$ cat config.mk
export PLATFORM = sky130hd
export DESIGN_NAME = fixed_partition_fit_allocator
export DESIGN_NICKNAME = d
export VERILOG_FILES = /design/src/design/fpfa_pkg.sv /design/src/design/fixed_partition_fit_allocator.sv
export SDC_FILE = /design/constraint.sdc
export NUM_CORES = 1
export LEC_CHECK = 0
export BUFFER_PORTS_ARGS = -buffer_cell sky130_fd_sc_hd__buf_4
export CAP_MARGIN = 10
export CORE_AREA = 2 2 160 194
export CTS_CLUSTER_DIAMETER = 40
export CTS_CLUSTER_SIZE = 16
export DETAILED_ROUTE_END_ITERATION = 8
export DIE_AREA = 0 0 162 196
export PLACE_DENSITY = 0.6
export SYNTH_ARGS = -nofsm -noshare
export SYNTH_HDL_FRONTEND = slang
export SYNTH_SLANG_ARGS = --single-unit
$ cat constraint.sdc
create_clock -name i_clk -period 3.3 [get_ports i_clk]
set_input_delay 0.165 -clock i_clk [delete_from_list [all_inputs] [get_ports i_clk]]
set_output_delay 0.165 -clock i_clk [all_outputs]
set_load 0.03 [all_outputs]
$ cat src/design/fpfa_pkg.sv
package fpfa_pkg;

    // Default number of partitions held by the allocator.
    localparam int PARTS_DEF = 8;

    // Field widths of the request and result channels.
    localparam int SIZE_W  = 16;
    localparam int INDEX_W = 3;
    localparam int MODE_W  = 2;
    localparam int COUNT_W = 4;

    // Configuration port.
    localparam int CFG_IDX_W  = 1;
    localparam int CFG_DATA_W = 4;

    localparam logic [CFG_IDX_W-1:0] REG_FIT_MODE   = 1'd0;
    localparam logic [CFG_IDX_W-1:0] REG_PART_COUNT = 1'd1;

    // Placement policies. The unused code behaves as first fit.
    localparam logic [MODE_W-1:0] FIT_FIRST = 2'd0;
    localparam logic [MODE_W-1:0] FIT_BEST  = 2'd1;
    localparam logic [MODE_W-1:0] FIT_WORST = 2'd2;

    // Request operations.
    localparam logic OP_LOAD  = 1'b0;
    localparam logic OP_ALLOC = 1'b1;

    // Reset values of the configuration registers.
    localparam logic [MODE_W-1:0]  FIT_MODE_RST   = FIT_FIRST;
    localparam logic [COUNT_W-1:0] PART_COUNT_RST = 4'd8;

endpackage

$ cat src/design/fixed_partition_fit_allocator.sv
// Fixed-partition fit allocator. The block keeps the remaining size, in kilobytes, of
// PARTS memory partitions, all zero after reset. A load request sets one partition's
// size and answers with that partition and size; a load to an index at or above PARTS
// is refused. An allocate request scans the lowest min(partition_count, PARTS)
// partitions and picks the lowest-numbered one that fits (first fit, and the unused
// mode code), the smallest that fits (best fit) or the largest (worst fit), with ties
// going to the lowest partition number. The request size is subtracted from the chosen
// partition and the result carries granted, the partition number and the space left;
// when nothing fits the result is all zero and nothing changes. A request of size zero
// fits any partition. The sizes live in a small memory with one write port and one
// read port that one comparator walks through, one entry per cycle. After acceptance
// an allocate passes through the scan, update and done states, and a load goes
// straight to the done state; from the done state the result moves into a free output
// register, and the next request can be accepted once the block is back in idle. A
// result stall held on a full output register keeps the result in the done state.
// Only one request is in work at a time: o_stall stays high from acceptance until the
// result has moved into the output register, which then holds it until the receiver
// takes it. Configuration writes are taken at any time but must only be made while
// the block is idle.
module fixed_partition_fit_allocator #(
    parameter int PARTS = fpfa_pkg::PARTS_DEF
) (
    input  logic                                i_clk,
    input  logic                                i_rst_n,
    // Configuration write port.
    input  logic                                i_cfg_we,
    input  logic [fpfa_pkg::CFG_IDX_W-1:0]      i_cfg_index,
    input  logic [fpfa_pkg::CFG_DATA_W-1:0]     i_cfg_data,
    // Request channel.
    input  logic                                i_valid,
    output logic                                o_stall,
    input  logic                                i_operation,
    input  logic [fpfa_pkg::INDEX_W-1:0]        i_partition_index,
    input  logic [fpfa_pkg::SIZE_W-1:0]         i_size_value,
    // Result channel.
    output logic                                o_valid,
    input  logic                                i_stall,
    output logic                                o_granted,
    output logic [fpfa_pkg::INDEX_W-1:0]        o_partition_number,
    output logic [fpfa_pkg::SIZE_W-1:0]         o_space_left
);

    // Address width of the size memory, and the width of the scan counter, which must
    // hold both PARTS and the largest partition count.
    localparam int IDX_W = (PARTS > 1) ? $clog2(PARTS) : 1;
    localparam int CNT_W = $clog2(PARTS + 1);
    localparam int AW    = (CNT_W > fpfa_pkg::COUNT_W) ? CNT_W : fpfa_pkg::COUNT_W;

    typedef enum logic [3:0] {
        S_IDLE   = 4'b0001,
        S_SCAN   = 4'b0010,
        S_UPDATE = 4'b0100,
        S_DONE   = 4'b1000
    } t_state;

    t_state r_state;

    // Configuration registers.
    logic [fpfa_pkg::MODE_W-1:0]  r_fit_mode;
    logic [fpfa_pkg::COUNT_W-1:0] r_part_count;

    // Partition size memory with one valid bit per entry; an entry that was never
    // written reads as zero.
    logic [fpfa_pkg::SIZE_W-1:0] r_mem [PARTS];
    logic [PARTS-1:0]            r_mem_valid;
    logic [fpfa_pkg::SIZE_W-1:0] r_rd_data;
    logic                        r_rd_live;

    // Scan state.
    logic [AW-1:0]               r_ptr;
    logic                        r_rdq_ok;
    logic [AW-1:0]               r_rdq_idx;
    logic                        r_found;
    logic [AW-1:0]               r_chosen;
    logic [fpfa_pkg::SIZE_W-1:0] r_best;
    logic [fpfa_pkg::SIZE_W-1:0] r_size;

    // Finished result waiting for the output register.
    logic                        r_res_granted;
    logic [fpfa_pkg::INDEX_W-1:0] r_res_part;
    logic [fpfa_pkg::SIZE_W-1:0] r_res_left;

    // Output register.
    logic                        r_out_valid;
    logic                        r_out_granted;
    logic [fpfa_pkg::INDEX_W-1:0] r_out_part;
    logic [fpfa_pkg::SIZE_W-1:0] r_out_left;

    logic                        accept;
    logic                        load_ok;
    logic [AW-1:0]               load_idx;
    logic [AW-1:0]               active;
    logic                        issue;
    logic [fpfa_pkg::SIZE_W-1:0] entry;
    logic                        fits;
    logic                        take;
    logic [fpfa_pkg::SIZE_W-1:0] new_left;
    logic                        out_free;

    logic                        w_we;
    logic [IDX_W-1:0]            w_addr;
    logic [fpfa_pkg::SIZE_W-1:0] w_data;
    logic [IDX_W-1:0]            rd_addr;

    assign o_stall = (r_state != S_IDLE);
    assign accept  = i_valid && (r_state == S_IDLE);

    assign load_idx = AW'(i_partition_index);
    assign load_ok  = (load_idx < AW'(PARTS));

    // Allocation considers the lowest partition_count partitions, at most PARTS.
    assign active = (AW'(r_part_count) > AW'(PARTS)) ? AW'(PARTS) : AW'(r_part_count);
    assign issue  = (r_state == S_SCAN) && (r_ptr < active);

    // The shared compare unit: one fit test and one compare against the current pick.
    assign entry = r_rd_live ? r_rd_data : '0;
    assign fits  = r_rdq_ok && (r_size <= entry);
    assign take  = fits && (!r_found
                         || ((r_fit_mode == fpfa_pkg::FIT_BEST)  && (entry < r_best))
                         || ((r_fit_mode == fpfa_pkg::FIT_WORST) && (entry > r_best)));

    assign new_left = r_best - r_size;
    assign out_free = !r_out_valid || !i_stall;

    // One write port, shared by loads and by the update after a scan.
    always_comb begin
        w_we   = 1'b0;
        w_addr = load_idx[IDX_W-1:0];
        w_data = i_size_value;
        if (accept && (i_operation == fpfa_pkg::OP_LOAD) && load_ok) begin
            w_we = 1'b1;
        end else if ((r_state == S_UPDATE) && r_found) begin
            w_we   = 1'b1;
            w_addr = r_chosen[IDX_W-1:0];
            w_data = new_left;
        end
    end

    assign rd_addr = r_ptr[IDX_W-1:0];

    always_ff @(posedge i_clk) begin
        if (w_we) begin
            r_mem[w_addr] <= w_data;
        end
        r_rd_data <= r_mem[rd_addr];
    end

    always_ff @(posedge i_clk) begin
        if (!i_rst_n) begin
            r_fit_mode   <= fpfa_pkg::FIT_MODE_RST;
            r_part_count <= fpfa_pkg::PART_COUNT_RST;
        end else if (i_cfg_we) begin
            if (i_cfg_index == fpfa_pkg::REG_FIT_MODE) begin
                r_fit_mode <= i_cfg_data[fpfa_pkg::MODE_W-1:0];
            end else begin
                r_part_count <= i_cfg_data[fpfa_pkg::COUNT_W-1:0];
            end
        end
    end

    always_ff @(posedge i_clk) begin
        if (!i_rst_n) begin
            r_mem_valid <= '0;
            r_rd_live   <= 1'b0;
        end else begin
            if (w_we) begin
                r_mem_valid[w_addr] <= 1'b1;
            end
            r_rd_live <= r_mem_valid[rd_addr];
        end
    end

    // Sequencer.
    always_ff @(posedge i_clk) begin
        if (!i_rst_n) begin
            r_state       <= S_IDLE;
            r_ptr         <= '0;
            r_rdq_ok      <= 1'b0;
            r_rdq_idx     <= '0;
            r_found       <= 1'b0;
            r_chosen      <= '0;
            r_best        <= '0;
            r_size        <= '0;
            r_res_granted <= 1'b0;
            r_res_part    <= '0;
            r_res_left    <= '0;
        end else begin
            unique case (r_state)
                S_IDLE: begin
                    if (accept) begin
                        r_size   <= i_size_value;
                        r_ptr    <= '0;
                        r_rdq_ok <= 1'b0;
                        r_found  <= 1'b0;
                        r_chosen <= '0;
                        r_best   <= '0;
                        if (i_operation == fpfa_pkg::OP_ALLOC) begin
                            r_state <= S_SCAN;
                        end else begin
                            r_res_granted <= load_ok;
                            r_res_part    <= load_ok ? i_partition_index : '0;
                            r_res_left    <= load_ok ? i_size_value : '0;
                            r_state       <= S_DONE;
                        end
                    end
                end
                S_SCAN: begin
                    // Read one entry per cycle; the entry read last cycle is judged now.
                    if (take) begin
                        r_found  <= 1'b1;
                        r_chosen <= r_rdq_idx;
                        r_best   <= entry;
                    end
                    r_rdq_ok  <= issue;
                    r_rdq_idx <= r_ptr;
                    if (issue) begin
                        r_ptr <= r_ptr + AW'(1);
                    end else begin
                        r_state <= S_UPDATE;
                    end
                end
                S_UPDATE: begin
                    r_rdq_ok      <= 1'b0;
                    r_res_granted <= r_found;
                    r_res_part    <= r_found ? fpfa_pkg::INDEX_W'(r_chosen) : '0;
                    r_res_left    <= r_found ? new_left : '0;
                    r_state       <= S_DONE;
                end
                S_DONE: begin
                    if (out_free) begin
                        r_state <= S_IDLE;
                    end
                end
                default: begin
                    r_state <= S_IDLE;
                end
            endcase
        end
    end

    // Output register: holds a result until the receiver takes it.
    always_ff @(posedge i_clk) begin
        if (!i_rst_n) begin
            r_out_valid   <= 1'b0;
            r_out_granted <= 1'b0;
            r_out_part    <= '0;
            r_out_left    <= '0;
        end else if ((r_state == S_DONE) && out_free) begin
            r_out_valid   <= 1'b1;
            r_out_granted <= r_res_granted;
            r_out_part    <= r_res_part;
            r_out_left    <= r_res_left;
        end else if (r_out_valid && !i_stall) begin
            r_out_valid <= 1'b0;
        end
    end

    assign o_valid            = r_out_valid;
    assign o_granted          = r_out_granted;
    assign o_partition_number = r_out_part;
    assign o_space_left       = r_out_left;

`ifndef SYNTHESIS
    a_refused_is_zero: assert property (@(posedge i_clk) disable iff (!i_rst_n)
        (r_out_valid && !r_out_granted) |-> ((r_out_part == '0) && (r_out_left == '0)))
        else $error("refused result carries a nonzero partition or size");

    a_scan_in_range: assert property (@(posedge i_clk) disable iff (!i_rst_n)
        (r_state == S_SCAN) |-> (r_ptr <= active))
        else $error("scan pointer ran past the active partitions");

    a_pick_in_range: assert property (@(posedge i_clk) disable iff (!i_rst_n)
        r_found |-> (r_chosen < AW'(PARTS)))
        else $error("chosen partition outside the memory");

    a_update_to_done: assert property (@(posedge i_clk) disable iff (!i_rst_n)
        (r_state == S_UPDATE) |=> (r_state == S_DONE))
        else $error("update did not hand its result on");

    a_result_moves: assert property (@(posedge i_clk) disable iff (!i_rst_n)
        ((r_state == S_DONE) && out_free) |=> (r_out_valid && (r_state == S_IDLE)))
        else $error("finished result was not loaded into the output register");
`endif

endmodule
* Word-level counts from Yosys, hierarchy flattened
Memories as Yosys holds them, arrays and structs flattened. A register that Yosys moved wholly into a read port is not among the register bits.
Index checks and enable logic that the tools add are counted.
** Storage, ports and cells
- Word-level logic and storage cells :: 123
- Bits in latches :: 0
- Memory bits (read-only) :: 0
- Memory bits (writable) :: 128
- Register bits after elaboration :: 104
- Output and inout port bits :: 22
- Memories :: 1
** Cells by class
- $mul :: 0
- Bitwise operators :: 3
- Divide/modulo/power cells :: 0
- Muxes and demuxes :: 46
- Add/subtract/negate cells :: 2
- Magnitude comparators :: 9
- Equal/unequal tests :: 13
- Reduce and logical (&&, ||, !) cells :: 30
- Shift operators :: 0
** Memories
- r_mem :: words 8, width 16, read ports 1, clocked after Yosys merged registers in 1, write ports 1, line fixed_partition_fit_allocator.sv:64 : logic [fpfa_pkg::SIZE_W-1:0] r_mem [PARTS];
** Operator list (number)
- $mux 16 :: 9
- $pmux 16 s2 :: 2
- $mux 4 :: 7
- $mux 3 :: 7
- $gt 16x16->1 :: 1
- $le 16x16->1 :: 1
- $lt 16x16->1 :: 1
- $pmux 4 s4 :: 1
- $sub 16x16->16 :: 1
- $logic_and 1x1->1 :: 12
- $lt 3x4->1 const B :: 3
- $mux 1 :: 12
- $ne 2x2->1 const B :: 6
- $pmux 3 s2 :: 2
- $reduce_and 3->1 :: 4
- $or 8x8->8 :: 1
- $pmux 4 s2 :: 1
- $reduce_and 2->1 :: 4
- $reduce_bool 2->1 :: 3
- $add 4x1->4 const B :: 1
- $eq 4x1->1 const B :: 1
- $eq 4x2->1 const B :: 1
- $eq 4x3->1 const B :: 1
- $eq 4x4->1 const B :: 1
- other kinds (14) :: 20

* Depth between registers and ports, before layout
- Depth after elaboration :: 10
- Mapped depth :: 14
- Gate-level depth less buffers :: 11

* Worst setup path before layout
OpenSTA, ideal clock, no wires.
- Kind :: reg-to-reg
- Start :: register r_rd_live
- End :: register r_best[10] (netlist bit)
- Arrival time :: 2.852 ns
- Required time :: 3.207 ns
- Path slack :: 0.355 ns
- Stages on the path, launching flop included :: 14
- Period minus slack after synthesis :: 2.945 ns
- Library setup time :: 0.093 ns
- Path through :: dfxtp_1 -> buf_2 -> buf_1 -> nand2_1 -> inv_1 -> ha_1 -> a211o_1 -> a221o_1 -> a211oi_2 -> nand4b_1 -> and2_1 -> buf_4 -> buf_4 -> o311ai_2
** Between the ends
- Word-level cells in the longest chain between the ends :: 8
** Ends and longest elaborated chain
- start, declared :: line fixed_partition_fit_allocator.sv:67 : logic r_rd_live;
- start signal, assigned :: line fixed_partition_fit_allocator.sv:169 : r_rd_live <= r_mem_valid[rd_addr];
- $mux 16 * :: line fixed_partition_fit_allocator.sv:116 : assign entry = r_rd_live ? r_rd_data : '0;
- $lt 16x16->1 :: line fixed_partition_fit_allocator.sv:119 : || ((r_fit_mode == fpfa_pkg::FIT_BEST) && (entry < r_best))
- $logic_and 1x1->1 :: line fixed_partition_fit_allocator.sv:119
- $logic_or 1x1->1 :: line fixed_partition_fit_allocator.sv:119
- $logic_or 1x1->1 :: line fixed_partition_fit_allocator.sv:120 : || ((r_fit_mode == fpfa_pkg::FIT_WORST) && (entry > r_best)));
- $logic_and 1x1->1 :: line fixed_partition_fit_allocator.sv:118 : assign take = fits && (!r_found
- $ne 2x2->1 (no source line)
- $reduce_and 3->1 (no source line)
- end signal, assigned :: line fixed_partition_fit_allocator.sv:212 : r_best <= entry;
- end, declared :: line fixed_partition_fit_allocator.sv:75 : logic [fpfa_pkg::SIZE_W-1:0] r_best;
Mark *: on every way between the ends. The rest lies on a longest branch, timed or not. The select of a mux whose other input is x is not followed.
A chain may end at the register's enable or synchronous reset.

* Worst setup path after layout
- Start :: register r_best[1] (netlist bit)
- End :: memory r_mem[0][15] (netlist bit), data pin
** Between the ends
- Word-level cells in the longest chain between the ends :: 3
** Ends and longest elaborated chain
- $sub 16x16->16 :: line fixed_partition_fit_allocator.sv:122 : assign new_left = r_best - r_size;
- $mux 16 :: line fixed_partition_fit_allocator.sv:132 : end else if ((r_state == S_UPDATE) && r_found) begin
- $mux 16 :: line fixed_partition_fit_allocator.sv:130 : if (accept && (i_operation == fpfa_pkg::OP_LOAD) && load_ok) begin
- via w_data, one bit :: line fixed_partition_fit_allocator.sv:102 : logic [fpfa_pkg::SIZE_W-1:0] w_data;
- end, declared :: line fixed_partition_fit_allocator.sv:64
The timed path passes the listed nets, and every way through them passes these cells.

==> impl_results.md <==
* Total Neg Setup Slack at 0 ns
* Number of nets in the layout at 1220
* DRT Pass-1 Iters at 5
* Startpoint types: flip-flop
* Top-level port count at 52
* Worst VDD drop at 0.0002860 V
* Avg WL per Cell at 19.33 µm
* Initial DRC Count at 606
* Setup crit end kind: flip-flop
* Worst rel slew slack at 46.15%
* Wirelength, routed at 30190 µm
* Final Max Tran Viols at 0
* CTS root buffer: clkbuf_16
* Total Power at 7.705 mW
* Antenna violations before repair at 0
* Status: finished, final reports clean
* Synth top area share at 32.49%
* Clock Sink Count at 248
* Count leader, synth: nand2_1
* Placer Congestion at 0.8191
* N_diodes at 0
* Mean area per synthesized cell at 11.25 µm²
* Slew @ Worst Pin at 0.7992 ns
* Top cells by area, synth: edfxtp_1 32%, dfxtp_1 20%, mux4_2 6.5%, nand2_1 5.9%, ha_1 5.1%
* # H-tree levels at 1
* R2r worst-path depth at 10
* HP Class: in2reg
* Placed Area at 0.01271 mm²
* CP Max Fanout at 8
* Setup repair after global routing missed its margin: no
* Post-synthesis sequential area ratio at 52.80%
* Area leader, netlist: edfxtp_1
* Drt drc at 0
* Hold Path Stages at 4
* Layout cell share with drive strength beyond 1 at 18.70%
* Post-CTS Repair Setup Buffers at 0
* Clk buf depth at 3
* Post-layout min period at 2.990 ns
* Core Region at 0.02995 mm²
* Total of max-cap violations at 0
* Insertion delay to the later sink of the worst-skew pair at 0.57 ns
* Area Growth Syn to Fin at 19.09%
* Syn_nets at 1131
* Fmax achieved at 0.3345 GHz
* Design area at 0.01409 mm²
* Period Utilization, post-route at 90.60%
* Synthesized flop and latch total at 248
* Via count at 8280
* Power per cell area at 546.9 mW/mm²
* DRT antenna net count at 0
* Total GRT Usage at 19.06%
* Final worst setup slack at 0.3103 ns
* Overflow after GRT at 0
* Die ar. at 0.03175 mm²
* Clock Pin Slew Worst Setup and Hold Paths at 0.06 ns
* I/O Buffers at 51
* DP HPWL at 20170 µm
* Setup slack at placement at 0.1173 ns
* Die W at 162 µm
* Setup Crit Path Kind: reg2reg
* Post-synth EDFFs at 128
* CP arrival at 3.32 ns
* Vias in the first global route at 8274
* TritonCTS clock tree: built
* Global-route wire length before repair at 47030 µm
* Worst clock skew at 0.02350 ns
* Final setup vio count at 0
* Starting density of the core at 39.49%
* Chip height at 196 µm
* Via/cell ratio at 5.301
* Yosys cell types at 69
* Top_reg_cell synth: edfxtp_1
* Synth async-reset ratio at 0%
* LEAKAGE at 5.235 nW
* Fin. Hold Viols at 0
* FP Rows at 70
* Crit path required time at 3.63 ns
* Cts bufs inserted at 31
* Pin count of the biggest net entering global routing at 86
* Yosys warns at 0
* Post-Synthesis Cells at 1052
* Mapped Area at 0.01183 mm²
* Commonest cells in the netlist: 187 x nand2_1, 128 x edfxtp_1, 120 x dfxtp_1
## worst max-delay path: stages (launching register included)
cell       delay (ns)
dfxtp_1          0.35
buf_4            0.17
ha_1             0.26
nor2b_1          0.17
o31ai_1          0.08
buf_4            0.16
a2111oi_4        0.37
nor3_2           0.11
or3_1            0.38
or3b_1           0.38
nand3_1          0.31
## cell type report
cell class | instances | area (µm²)
Fill cell | 2759 | 15870
Sequential cell | 248 | 6248
Multi-Input combinational cell | 689 | 5125
Timing Repair Buffer | 113 | 938.4
Clock buffer | 35 | 800.8
Tap cell | 396 | 495.5
Clock inverter | 23 | 262.8
Inverter | 58 | 217.7
## final timing paths
check                        from        endpoint  slack [ns]
max                     r_best[1]    r_mem[0][15]        0.31
min          i_partition_index[1]   r_res_part[1]        0.14
max reg2reg             r_best[1]    r_mem[0][15]        0.31
min reg2reg        r_mem_valid[3]  r_mem_valid[3]        0.46
## flip-flops by register name, indices dropped and copies added, names as in the netlist
name	flops
r_res_part	3
r_size	16
r_res_granted	1
r_rdq_ok	1
r_state	4
r_part_count	4
r_rdq_idx	3
o_space_left	16
r_mem	128
r_ptr	4
r_fit_mode	2
r_rd_data	16
r_mem_valid	8
o_valid	1
r_rd_live	1
r_chosen	3
o_partition_number	3
r_res_left	16
r_found	1
o_granted	1
r_best	16
## power by group
group	internal (mW)	switching, mW
registers	3.34	0.0745
logic	0.353	0.517
clock network	1.98	1.44
## stage by stage
| step | utilization, % | std cells | hold WS (ns) |
|---|---|---|---|
| 6_report | 47.03 | 1562 | 0.1369 |
| 5_1_grt | 47.03 | 1562 | 0.1435 |
| 4_1_cts | 47.02 | 1562 | 0.1174 |
| 3_5_place_dp | 42.43 | 1473 | 0.4500 |
| 3_3_place_gp | 42.43 | 1473 | 0.4417 |
| 2_1_floorplan | - | 1052 | 0.3099 |
## kinds of logic (layout without fill, tap and decap cells)
| kind of cell | after synthesis | in the layout | share of synthesized area, % |
|---|---|---|---|
| AO/OA/AOI/OAI | 213 | 213 | 13.45 |
| buffers and inverters | 115 | 229 | 3.966 |
| multiplexers | 74 | 74 | 10.23 |
| XOR/XNOR | 10 | 10 | 0.7404 |
| flip-flops | 248 | 248 | 52.80 |
| adder cells (fa/ha/maj) | 49 | 49 | 5.246 |
| AND/OR/NAND/NOR | 343 | 343 | 13.57 |
## layer usage
metal / vias to the layer above / global-route usage [%] / routed length [µm] / share of wire, %
met3: 61 / 2.072 / 1092 / 3.6
met5: - / 0 / 0 / 0
met2: 159 / 32.17 / 14620 / 48
met1: 4036 / 24.94 / 13170 / 44
met4: 0 / 8.030 / 1303 / 4.3
li1: 4024 / - / - / -
## layout by cell type, fill, tap and decap left out, types with 10 or more instances in the layout
cell	count
a21o_1	10
nor2b_1	12
nand2_1	187
clkbuf_16	31
inv_1	58
nand3_1	40
mux2_1	11
nor2_1	31
mux4_2	34
o21a_1	14
mux2_2	24
o311ai_2	10
o21ai_0	31
ha_1	48
a21oi_1	32
and3_1	29
a21boi_0	45
a31oi_1	12
dfxtp_1	118
dlygate4sd3_1	31
buf_4	81
edfxtp_1	128
## timing repair
action / 4_1_cts / 5_1_grt
hold endpoints to repair: 35 / 0
resized for setup: 0 / 2
setup endpoints to repair: 0 / 26
hold buffers: 31 / 0
Power figures use the tool's default switching activity.
